File: src/rtl/bps_pkg.sv
`timescale 1ns / 1ps
// ----------------------------------------------------------------------------
// bps_pkg: shared definitions for the beep pattern sequencer
// Register indexes, reset values, field widths, operation codes and the queue control bundle.
// ----------------------------------------------------------------------------
package bps_pkg;

  localparam int QUEUE_DEPTH_DEF   = 16;
  localparam int DURATION_BITS_DEF = 24;

  localparam int CFG_DATA_W = 24;
  localparam int CFG_IDX_W  = 2;
  localparam int STEP_W     = 10;
  localparam int BEEP_CNT_W = 8;
  localparam int REPORT_W   = 5;

  localparam logic [CFG_IDX_W-1:0] CFG_LEAD_QUIET = 2'd0;
  localparam logic [CFG_IDX_W-1:0] CFG_BEEP       = 2'd1;
  localparam logic [CFG_IDX_W-1:0] CFG_GAP        = 2'd2;
  localparam logic [CFG_IDX_W-1:0] CFG_TICK_STEP  = 2'd3;

  localparam logic [CFG_DATA_W-1:0] LEAD_QUIET_RST = 24'd100;
  localparam logic [CFG_DATA_W-1:0] BEEP_RST       = 24'd1250;
  localparam logic [CFG_DATA_W-1:0] GAP_RST        = 24'd500;
  localparam logic [STEP_W-1:0]     TICK_STEP_RST  = 10'd100;

  localparam logic OP_TICK    = 1'b0;
  localparam logic OP_REQUEST = 1'b1;

  typedef struct packed {
    logic push;
    logic pop;
  } q_ctrl_t;

endpackage

File: src/rtl/beep_pattern_sequencer.sv
`timescale 1ns / 1ps
// ----------------------------------------------------------------------------
// beep_pattern_sequencer: timed buzzer pattern sequencer
// Queues quiet and sounding segments and plays them out on an active-low pin.
// ----------------------------------------------------------------------------
// An item is taken when start is high and busy is low; busy then stays high
// until the result has been shown. operation_i selects a timer tick or a beep
// request, and beep_count_i gives the number of beeps of a request.
// Each item gives one result, shown for one cycle with done_o high: the pin
// level, the queue fill after the item and the segments added by a request.
// The receiver cannot stall; it must take the result in that cycle.
// A tick passes S_TICK and S_DONE, with S_LOAD between them when a segment is
// loaded from the queue, since the queue memory read is registered. A request
// writes one segment per cycle in S_PUSH until its segments are all queued or
// the queue is full, then passes S_DONE. One saturating subtractor serves both
// countdowns. The four registers are written through cfg_we_i, cfg_idx_i and
// cfg_wdata_i, by the user only while the block is idle; the block does not
// enforce it. Reset restores the register defaults, empties the queue, clears
// both countdowns and silences the buzzer.
// ----------------------------------------------------------------------------
module beep_pattern_sequencer #(
  parameter int QUEUE_DEPTH   = bps_pkg::QUEUE_DEPTH_DEF,
  parameter int DURATION_BITS = bps_pkg::DURATION_BITS_DEF
) (
  input  logic                               clk_i,
  input  logic                               rst_ni,
  input  logic                               start,
  output logic                               busy,
  input  logic                               operation_i,
  input  logic [bps_pkg::BEEP_CNT_W-1:0]     beep_count_i,
  input  logic                               cfg_we_i,
  input  logic [bps_pkg::CFG_IDX_W-1:0]      cfg_idx_i,
  input  logic [bps_pkg::CFG_DATA_W-1:0]     cfg_wdata_i,
  output logic                               done_o,
  output logic                               buzzer_off_o,
  output logic [bps_pkg::REPORT_W-1:0]       queue_fill_o,
  output logic [bps_pkg::REPORT_W-1:0]       segments_added_o
);

  localparam int CNT_W = $clog2(QUEUE_DEPTH + 1);
  localparam int SEG_W = DURATION_BITS + 1;

  localparam logic [2:0] S_IDLE = 3'd0;
  localparam logic [2:0] S_PUSH = 3'd1;
  localparam logic [2:0] S_TICK = 3'd2;
  localparam logic [2:0] S_LOAD = 3'd3;
  localparam logic [2:0] S_DONE = 3'd4;

  localparam logic [1:0] PH_LEAD = 2'd0;
  localparam logic [1:0] PH_BEEP = 2'd1;
  localparam logic [1:0] PH_GAP  = 2'd2;

  logic [bps_pkg::CFG_DATA_W-1:0] lead_q, beep_q, gap_q;
  logic [bps_pkg::STEP_W-1:0]     step_q;

  logic [2:0]                     state_q, state_d;
  logic [1:0]                     phase_q, phase_d;
  logic [bps_pkg::BEEP_CNT_W-1:0] pairs_q, pairs_d;
  logic [CNT_W-1:0]               added_q, added_d;
  logic [DURATION_BITS-1:0]       sound_q, sound_d;
  logic [DURATION_BITS-1:0]       quiet_q, quiet_d;
  logic                           pin_q, pin_d;

  logic [31:0]                    lead_ext, beep_ext, gap_ext;
  logic [DURATION_BITS-1:0]       lead_dur, beep_dur, gap_dur;
  logic [SEG_W-1:0]               push_seg;
  logic [SEG_W-1:0]               head_seg;
  logic [CNT_W-1:0]               q_count;
  logic                           q_full;
  bps_pkg::q_ctrl_t               q_ctrl;
  logic [DURATION_BITS-1:0]       sub_in, sub_out;
  logic [31:0]                    fill_ext, added_ext;

  always_ff @(posedge clk_i or negedge rst_ni) begin
    if (!rst_ni) begin
      lead_q <= bps_pkg::LEAD_QUIET_RST;
      beep_q <= bps_pkg::BEEP_RST;
      gap_q  <= bps_pkg::GAP_RST;
      step_q <= bps_pkg::TICK_STEP_RST;
    end else if (cfg_we_i) begin
      case (cfg_idx_i)
        bps_pkg::CFG_LEAD_QUIET: lead_q <= cfg_wdata_i;
        bps_pkg::CFG_BEEP:       beep_q <= cfg_wdata_i;
        bps_pkg::CFG_GAP:        gap_q  <= cfg_wdata_i;
        bps_pkg::CFG_TICK_STEP:  step_q <= cfg_wdata_i[bps_pkg::STEP_W-1:0];
        default: ;
      endcase
    end
  end

  assign lead_ext = 32'(lead_q);
  assign beep_ext = 32'(beep_q);
  assign gap_ext  = 32'(gap_q);
  assign lead_dur = lead_ext[DURATION_BITS-1:0];
  assign beep_dur = beep_ext[DURATION_BITS-1:0];
  assign gap_dur  = gap_ext[DURATION_BITS-1:0];

  always_comb begin
    case (phase_q)
      PH_LEAD: push_seg = {1'b1, lead_dur};
      PH_BEEP: push_seg = {1'b0, beep_dur};
      PH_GAP:  push_seg = {1'b1, gap_dur};
      default: push_seg = {1'b1, lead_dur};
    endcase
  end

  bps_queue #(
    .DEPTH (QUEUE_DEPTH),
    .WIDTH (SEG_W)
  ) u_queue (
    .clk_i   (clk_i),
    .rst_ni  (rst_ni),
    .ctrl_i  (q_ctrl),
    .wdata_i (push_seg),
    .rdata_o (head_seg),
    .count_o (q_count),
    .full_o  (q_full)
  );

  assign sub_in = (sound_q != '0) ? sound_q : quiet_q;

  bps_satsub #(
    .DURATION_BITS (DURATION_BITS)
  ) u_satsub (
    .minuend_i (sub_in),
    .step_i    (step_q),
    .result_o  (sub_out)
  );

  always_comb begin
    state_d = state_q;
    phase_d = phase_q;
    pairs_d = pairs_q;
    added_d = added_q;
    sound_d = sound_q;
    quiet_d = quiet_q;
    pin_d   = pin_q;
    q_ctrl  = '0;
    case (state_q)
      S_IDLE: begin
        if (start) begin
          phase_d = PH_LEAD;
          pairs_d = beep_count_i;
          added_d = '0;
          state_d = (operation_i == bps_pkg::OP_REQUEST) ? S_PUSH : S_TICK;
        end
      end
      S_PUSH: begin
        if (q_full) begin
          state_d = S_DONE;
        end else begin
          q_ctrl.push = 1'b1;
          added_d     = added_q + CNT_W'(1);
          case (phase_q)
            PH_LEAD: begin
              if (pairs_q == '0) begin
                state_d = S_DONE;
              end else begin
                phase_d = PH_BEEP;
              end
            end
            PH_BEEP: phase_d = PH_GAP;
            default: begin
              pairs_d = pairs_q - bps_pkg::BEEP_CNT_W'(1);
              phase_d = PH_BEEP;
              if (pairs_q == bps_pkg::BEEP_CNT_W'(1)) begin
                state_d = S_DONE;
              end
            end
          endcase
        end
      end
      S_TICK: begin
        state_d = S_DONE;
        if (sound_q != '0) begin
          pin_d   = 1'b0;
          sound_d = sub_out;
        end else if (quiet_q != '0) begin
          pin_d   = 1'b1;
          quiet_d = sub_out;
        end else if (q_count != '0) begin
          state_d = S_LOAD;
        end else begin
          pin_d = 1'b1;
        end
      end
      S_LOAD: begin
        q_ctrl.pop = 1'b1;
        state_d    = S_DONE;
        if (head_seg[DURATION_BITS]) begin
          quiet_d = head_seg[DURATION_BITS-1:0];
          pin_d   = 1'b1;
        end else begin
          sound_d = head_seg[DURATION_BITS-1:0];
          pin_d   = 1'b0;
        end
      end
      S_DONE: state_d = S_IDLE;
      default: state_d = S_IDLE;
    endcase
  end

  always_ff @(posedge clk_i or negedge rst_ni) begin
    if (!rst_ni) begin
      state_q <= S_IDLE;
      phase_q <= PH_LEAD;
      pairs_q <= '0;
      added_q <= '0;
      sound_q <= '0;
      quiet_q <= '0;
      pin_q   <= 1'b1;
    end else begin
      state_q <= state_d;
      phase_q <= phase_d;
      pairs_q <= pairs_d;
      added_q <= added_d;
      sound_q <= sound_d;
      quiet_q <= quiet_d;
      pin_q   <= pin_d;
    end
  end

  assign fill_ext         = 32'(q_count);
  assign added_ext        = 32'(added_q);
  assign busy             = (state_q != S_IDLE);
  assign done_o           = (state_q == S_DONE);
  assign buzzer_off_o     = pin_q;
  assign queue_fill_o     = fill_ext[bps_pkg::REPORT_W-1:0];
  assign segments_added_o = added_ext[bps_pkg::REPORT_W-1:0];

  a_done_single: assert property (@(posedge clk_i) disable iff (!rst_ni)
    done_o |=> !done_o) else $error("result strobe held for more than one cycle");

  a_pin_only_on_tick: assert property (@(posedge clk_i) disable iff (!rst_ni)
    !(state_q == S_TICK || state_q == S_LOAD) |=> $stable(pin_q))
    else $error("buzzer pin changed outside a tick");

  a_no_load_when_counting: assert property (@(posedge clk_i) disable iff (!rst_ni)
    (state_q == S_LOAD) |-> (sound_q == '0 && quiet_q == '0))
    else $error("segment loaded while a countdown is still running");

endmodule

File: src/rtl/bps_satsub.sv
`timescale 1ns / 1ps
// ----------------------------------------------------------------------------
// bps_satsub: saturating subtractor
// Subtracts the tick step from a remaining time, stopping at zero.
// ----------------------------------------------------------------------------
module bps_satsub #(
  parameter int DURATION_BITS = bps_pkg::DURATION_BITS_DEF
) (
  input  logic [DURATION_BITS-1:0]       minuend_i,
  input  logic [bps_pkg::STEP_W-1:0]     step_i,
  output logic [DURATION_BITS-1:0]       result_o
);

  logic [31:0] a_ext;
  logic [31:0] b_ext;
  logic [31:0] diff;

  assign a_ext    = 32'(minuend_i);
  assign b_ext    = 32'(step_i);
  assign diff     = (a_ext > b_ext) ? (a_ext - b_ext) : 32'd0;
  assign result_o = diff[DURATION_BITS-1:0];

endmodule

File: src/rtl/bps_queue.sv
`timescale 1ns / 1ps
// ----------------------------------------------------------------------------
// bps_queue: segment queue
// Circular buffer in a memory with head and tail pointers and a fill count.
// The entry at the head is read into a register every cycle.
// ----------------------------------------------------------------------------
module bps_queue #(
  parameter int DEPTH = bps_pkg::QUEUE_DEPTH_DEF,
  parameter int WIDTH = bps_pkg::DURATION_BITS_DEF + 1
) (
  input  logic                         clk_i,
  input  logic                         rst_ni,
  input  bps_pkg::q_ctrl_t             ctrl_i,
  input  logic [WIDTH-1:0]             wdata_i,
  output logic [WIDTH-1:0]             rdata_o,
  output logic [$clog2(DEPTH+1)-1:0]   count_o,
  output logic                         full_o
);

  localparam int AW    = $clog2(DEPTH);
  localparam int CNT_W = $clog2(DEPTH + 1);

  logic [WIDTH-1:0] mem [DEPTH];
  logic [WIDTH-1:0] rdata_q;
  logic [AW-1:0]    head_q, head_d;
  logic [AW-1:0]    tail_q, tail_d;
  logic [CNT_W-1:0] count_q, count_d;

  assign full_o  = (count_q == CNT_W'(DEPTH));
  assign count_o = count_q;
  assign rdata_o = rdata_q;

  always_comb begin
    head_d  = head_q;
    tail_d  = tail_q;
    count_d = count_q;
    if (ctrl_i.push) begin
      tail_d  = (tail_q == AW'(DEPTH - 1)) ? '0 : tail_q + AW'(1);
      count_d = count_d + CNT_W'(1);
    end
    if (ctrl_i.pop) begin
      head_d  = (head_q == AW'(DEPTH - 1)) ? '0 : head_q + AW'(1);
      count_d = count_d - CNT_W'(1);
    end
  end

  always_ff @(posedge clk_i or negedge rst_ni) begin
    if (!rst_ni) begin
      head_q  <= '0;
      tail_q  <= '0;
      count_q <= '0;
    end else begin
      head_q  <= head_d;
      tail_q  <= tail_d;
      count_q <= count_d;
    end
  end

  always_ff @(posedge clk_i) begin
    if (ctrl_i.push) begin
      mem[tail_q] <= wdata_i;
    end
    rdata_q <= mem[head_q];
  end

  a_no_overflow: assert property (@(posedge clk_i) disable iff (!rst_ni)
    ctrl_i.push |-> !full_o) else $error("push into a full queue");

  a_no_underflow: assert property (@(posedge clk_i) disable iff (!rst_ni)
    ctrl_i.pop |-> (count_q != '0)) else $error("pop from an empty queue");

  a_count_bound: assert property (@(posedge clk_i) disable iff (!rst_ni)
    count_q <= CNT_W'(DEPTH)) else $error("fill count beyond queue depth");

endmodule

File: config.mk
export PLATFORM = sky130hd
export DESIGN_NAME = beep_pattern_sequencer
export DESIGN_NICKNAME = d
export VERILOG_FILES = /design/src/rtl/bps_pkg.sv /design/src/rtl/beep_pattern_sequencer.sv /design/src/rtl/bps_satsub.sv /design/src/rtl/bps_queue.sv
export SDC_FILE = /design/constraint.sdc
export NUM_CORES = 1
export LEC_CHECK = 0
export BUFFER_PORTS_ARGS = -buffer_cell sky130_fd_sc_hd__buf_4
export CORE_ASPECT_RATIO = 0.8
export CORE_UTILIZATION = 35
export CTS_CLUSTER_DIAMETER = 30
export CTS_CLUSTER_SIZE = 25
export DETAILED_ROUTE_END_ITERATION = 8
export PLACE_DENSITY = 0.5
export REMOVE_ABC_BUFFERS = 1
export SLEW_MARGIN = 30
export SYNTH_ARGS = -nofsm -noshare
export SYNTH_HDL_FRONTEND = slang
export SYNTH_SLANG_ARGS = --single-unit
File: constraint.sdc
create_clock -name clk_i -period 6.3 [get_ports clk_i]
set_clock_uncertainty 0.15 [all_clocks]
set_input_delay 0.945 -clock clk_i [delete_from_list [all_inputs] [get_ports clk_i]]
set_output_delay 0.945 -clock clk_i [all_outputs]
set_load 0.1 [all_outputs]
Word-level counts from Yosys, hierarchy flattened
Memory sizes are Yosys's and may differ from the RTL's. A register that Yosys moved wholly into a read port is not among the register bits. Index checks and enable logic that the tools add are counted.

$lt $le $gt $ge: 1. Muxes and demuxes: 46. Equal/unequal tests: 26. Reductions and logical operators: 22. Add/subtract/negate cells: 7.

Operator list (count): $mux 24 (7); $pmux 24 s2 (2); $pmux 25 s2 (1); $reduce_bool 24->1 (2); $gt 24x10->1 (1); $mux 8 (3); $sub 24x10->24 (1); $mux 3 (7); $mux 5 (4); $pmux 8 s2 (1); $reduce_and 4->1 (4); $ne 2x2->1 const B (7); $pmux 3 s4 (1); $add 5x1->5 const B (2); $pmux 5 s2 (1); $reduce_and 2->1 (5); $mux 1 (9); $add 4x1->4 const B (2); $eq 4x4->1 const B (2); $eq 8x1->1 const B (1); $logic_not 8->1 (1); $mux 2 (4); $mux 4 (2); $ne 4x4->1 const B (2); other kinds (21) (30).

Memories: 1. Bits in registers: 162. Logic and storage cells: 117. Bits in writable memories: 400. Input bits: 39.

Memories: u_queue.mem (depth 16, bits a word 25, rd ports 1, clocked after Yosys merged registers in 1, write ports 1, line bps_queue.sv:23) `logic [WIDTH-1:0] mem [DEPTH];`.

Logic depth before layout (Yosys ltp)
Depth in word-level cells: 7. Gate-level depth with buffers: 17. Depth with buffers taken out: 13.

Hierarchy
From an unflattened synthesis, not the netlist that was laid out.

Cells, all modules: 1522. Area, all modules: 24491.0 um^2.

Modules (own cells, without submodules): bps_queue (times used 1, cells an instance 785, area each 16563.4 um^2, seq. area each 12837.3 um^2); beep_pattern_sequencer (times used 1, cells an instance 606, area each 7056.8 um^2, seq. area each 3751.1 um^2); bps_satsub (times used 1, cells an instance 131, area each 870.8 um^2, seq. area each 0.0 um^2).

Least setup slack after synthesis
OpenSTA, ideal clock, no wires.

Path type: register -> register. Start point: reg sound_q[11]. End point: reg quiet_q[9]. Slack: 2.171 ns. Stages on the path, launching flop included: 17. Buffers on the path: 3. Data arrival time: 3.905 ns. Setup time: 0.074 ns. Cell sequence: dfrtp_1 > nor4_4 > nand4_4 > nor2_2 > buf_2 > buf_1 > a21oi_1 > ha_1 > fa_1 > nand2b_1 > a21oi_1 > a21o_2 > or2_0 > clkbuf_1 > a31oi_1 > o31a_1 > o21ai_2.

Longest elaborated chain between the ends: 7. Elaborated cells between the ends (all ways): 10.

RTL lines: start: declaration (line beep_pattern_sequencer.sv:60) `logic [DURATION_BITS-1:0] sound_q, sound_d;`; start signal: assignment (line beep_pattern_sequencer.sv:217) `sound_q <= sound_d;`; $reduce_bool 24->1 (line beep_pattern_sequencer.sv:120, beep_pattern_sequencer.sv:175); $mux 24 (line beep_pattern_sequencer.sv:120) `assign sub_in = (sound_q != '0) ? sound_q : quiet_q;`; $sub 24x10->24 / $gt 24x10->1 (equally long branches) (line bps_satsub.sv:20) `assign diff = (a_ext > b_ext) ? (a_ext - b_ext) : 32'd0;`; $mux 24 (line bps_satsub.sv:20); $mux 24 (line beep_pattern_sequencer.sv:178) `end else if (quiet_q != '0) begin`; $mux 24 (line beep_pattern_sequencer.sv:175) `if (sound_q != '0) begin`; $pmux 24 s2 (line beep_pattern_sequencer.sv:139) `case (state_q)`; end signal: assignment (line beep_pattern_sequencer.sv:218) `quiet_q <= quiet_d;`; end: declaration (line beep_pattern_sequencer.sv:61) `logic [DURATION_BITS-1:0] quiet_q, quiet_d;`.

Several ways; a longest one is shown, not always the timed one. The select of a mux whose other input is x is not followed. A chain may end at the register's enable or synchronous reset.

Worst setup path in the final report
Start point: reg sound_q[3]. End point: reg sound_q[2].

Longest elaborated chain between the ends: 6. Elaborated cells between the ends (all ways): 9.

RTL lines (line): $reduce_bool 24->1 (beep_pattern_sequencer.sv:120, beep_pattern_sequencer.sv:175); $mux 24 (beep_pattern_sequencer.sv:120); $sub 24x10->24 / $gt 24x10->1 (equally long branches) (bps_satsub.sv:20); $mux 24 (bps_satsub.sv:20); $mux 24 (beep_pattern_sequencer.sv:175); $pmux 24 s2 (beep_pattern_sequencer.sv:139).

Several ways; a longest one is shown, not always the timed one. The select of a mux whose other input is x is not followed.

==> impl_metrics.yaml <==
floorplanning:
  coreArea_mm2: 0.0690
  die_y_um: 238
  die_w_um: 298
  die-area_mm2: 0.0709
  ios: 52
  num_rows: 86
  start_util: 0.355
detailed_routing:
  ant_nets: 0
  drc: 0
  first_iter_violations: 1049
  post_drt_wl_per_cell_um: 23.6
  num_vias: 13600
  first_pass_iters: 4
  drt_wl_total_um: 61100
  avgViaCountPerCell: 5.26
layout:
  syn_to_final_growth_pct: 22.3
  final_nets: 1636
  final_layout_size_suffix_gt1_frac: 0.356
  num-fill-cells: 6082
  diodes: 0
global_route:
  gr-usage-all-layers: 0.175
  antenna_found_initial: 0
  grt_pass1_wl_um: 92100
  grt_start_max_net_pins: 64
  overflow: 0
  grt_pass1_vias: 14300
synthesis:
  synth_seq_cells: 587
  yosysUniqueCellTypes: 82
  yosys-top-cells-area: "edfxtp_1 49%, dfrtp_1 15%, mux4_2 12%, mux2_2 4.0%, dfxtp_1 2.0%"
  synth_edf_count: 400
  syn_avg_cell_area_um2: 16.9
  synth-async-reset-ratio: 0.276
  synth_ff_type: "edfxtp_1"
  netlist_area_mm2: 0.0245
  ys_seq_area_frac: 0.678
  synth_top_cell_area_share: 0.491
  synth_cells: 1450
  ys.warnings.count: 0
  yosys.area.top_type: "edfxtp_1"
sta:
  whs_ps: 95.3
  setup_tns_ps: 0
  max_slew_margin: 0.365
  finalCritPeriodShare: 0.724
  report.final.setup_viol: 0
  rsz0062_at_grt: "false"
  fmax_mhz: 219
  hold_violations: 0
  slew_violations: 0
  finalCriticalPeriod_ps: 4560
  tightest_slew_ps: 952
setup_path:
  crit_end: "sound_q[2]"
  arrival_ps: 4970
  required_ps: 6710
  rr_startpoint: "sound_q[3]"
  r2r-end: "sound_q[2]"
  reg2regPathDepth: 13
  cp-startpoint: "sound_q[3]"
  crit_path_end_kind: "flip-flop"
  startpoint_type: "flip-flop"
  crit_type: "flip-flop to flip-flop"
  cp_max_fo: 21
  r2r_slack_ps: 1740
min_path:
  hp-class: "input port to asynchronous set/reset pin"
power_and_ir_drop:
  p_leak_nw: 10.5
  worst_ir_drop_vdd_uv: 356
  powerDensity_mw_per_mm2: 534
clock_tree:
  cts_setup_buffers: 0
  insertion_delay_ps: 650
  cts-hold-fix-buffers: 0
  clock-sinks: 587
  root_buffer: "clkbuf_16"
  cts_made_buffers: 108
  clk_pin_slew_ps: 50
  cts_tree: "built"
  cts_max_level: 3
  clockBufferDepth: 3
  cts_resized: 0
outcome:
  status: "completed"
placement:
  gp_congestion: 0.868
  portBuffers: 51
  dp_hpwl_um: 35600
run:
  maxCapViolations: 0
[kinds of logic (layout without fill, tap and decap cells)]
logic type                 count (synthesis)  after routing  synth area share
muxes                                    215            215             0.156
and+or+nand+nor                          262            262            0.0578
DFF                                      587            587             0.678
buffers and inverters                     95            309            0.0166
adders and majority gates                 26             26            0.0136
AOI/OAI and AO/OA                        244            244            0.0698
xor gates and xnor gates                  21             21           0.00752
[synth_stat cells (all sizes together) (6+ instances only)]
cell type,number
a211oi,8
a21o,16
a21oi,64
a22oi,41
a31oi,11
and2,14
and3,7
buf,28
clkbuf,44
dfrtp,144
dfstp,18
dfxtp,25
edfxtp,400
ha,25
inv,23
mux2,86
mux4,125
nand2,73
nand2b,8
nand3,9
nand3b,7
nand4,10
nor2,76
nor3,18
nor4,15
o21ai,65
o31ai,8
or4,7
xnor2,15
xor2,6
[stage by stage]
stage | setup WS (ps) | cells | util | area (um2) | power, mW
5_1_grt | 1530 | 2588 | 0.434 | 29900 | 16.7
4_1_cts | 1830 | 2587 | 0.433 | 29900 | 16.1
6_report | 1740 | 2588 | 0.434 | 29900 | 16.0
3_5_place_dp | 1860 | 2384 | 0.377 | 26000 | 10.1
2_1_floorplan | 939 | 1378 | - | 24100 | 8.79
3_3_place_gp | 1850 | 2383 | 0.376 | 26000 | 10.0
[worst min-delay path by stage]
| stage | slack, ps | cells past startpoint | to |
|---|---|---|---|
| 6_report | 100 | 1 | segments_added_o[4] |
| 5_1_grt | 110 | 1 | segments_added_o[3] |
| 4_1_cts | 90 | 1 | segments_added_o[2] |
| 3_5_place_dp | 340 | 1 | gap_dur[1] |
| 3_3_place_gp | 340 | 1 | beep_dur[23] |
| 2_1_floorplan | 300 | 2 | quiet_q[13] |
[state kept, by name, summed over array words and instances, names as in the netlist]
| name | count |
|---|---|
| beep_dur | 24 |
| buzzer_off_o | 1 |
| gap_dur | 24 |
| lead_dur | 24 |
| pairs_q | 8 |
| phase_q | 2 |
| quiet_q | 24 |
| segments_added_o | 5 |
| sound_q | 24 |
| state_q | 3 |
| step_q | 10 |
| u_queue.count_o | 5 |
| u_queue.head_q | 4 |
| u_queue.mem | 400 |
| u_queue.rdata_o | 25 |
| u_queue.tail_q | 4 |
[cell type report]
class,instances,area (um2),share of cell area
sequential,587,16600,0.555
multi-input combinational,768,7580,0.254
clock buffer,125,2880,0.0962
tap,924,1160,0.0387
clock inverter,78,945,0.0316
timing repair buffer,83,659,0.0220
inverter,23,86.3,0.00289
[placed cells by master (no fill, tap or decap), drive strengths merged, types with 16 or more instances in the layout]
| master | count |
|---|---|
| a21o | 16 |
| a21oi | 64 |
| a22oi | 41 |
| buf | 83 |
| clkbuf | 125 |
| clkinv | 38 |
| dfrtp | 144 |
| dfstp | 18 |
| dfxtp | 25 |
| edfxtp | 400 |
| ha | 25 |
| inv | 36 |
| mux2 | 86 |
| mux4 | 125 |
| nand2 | 73 |
| nor2 | 76 |
| nor3 | 18 |
| o21ai | 65 |
[per-layer routing]
metal	vias to the layer above	share of wire	global-route usage
met5	-	0	0
met4	0	0.018	0.0483
met3	90	0.042	0.0308
met2	309	0.47	0.277
met1	7202	0.47	0.250
li1	6018	-	-
[worst max-delay path, stage by stage (launching register included)]
cell and delay (ps):
dfrtp_1 400, nor4_1 480, nand3_1 320, nor2_2 250
a21oi_1 100, ha_1 210, fa_1 400, nand2b_1 230
a21oi_1 350, a21o_2 290, or2_0 380, a31o_4 520
a32oi_1 180, o21ai_0 210
[power breakdown]
group          internal [mW]  switching (mW)  total (mW)  leakage, nW
sequential              5.32           0.561        5.88         5.77
clock                   3.91            2.03        5.95         1.85
combinational           1.63            2.53        4.16         2.92
Power figures use the tool's default switching activity.
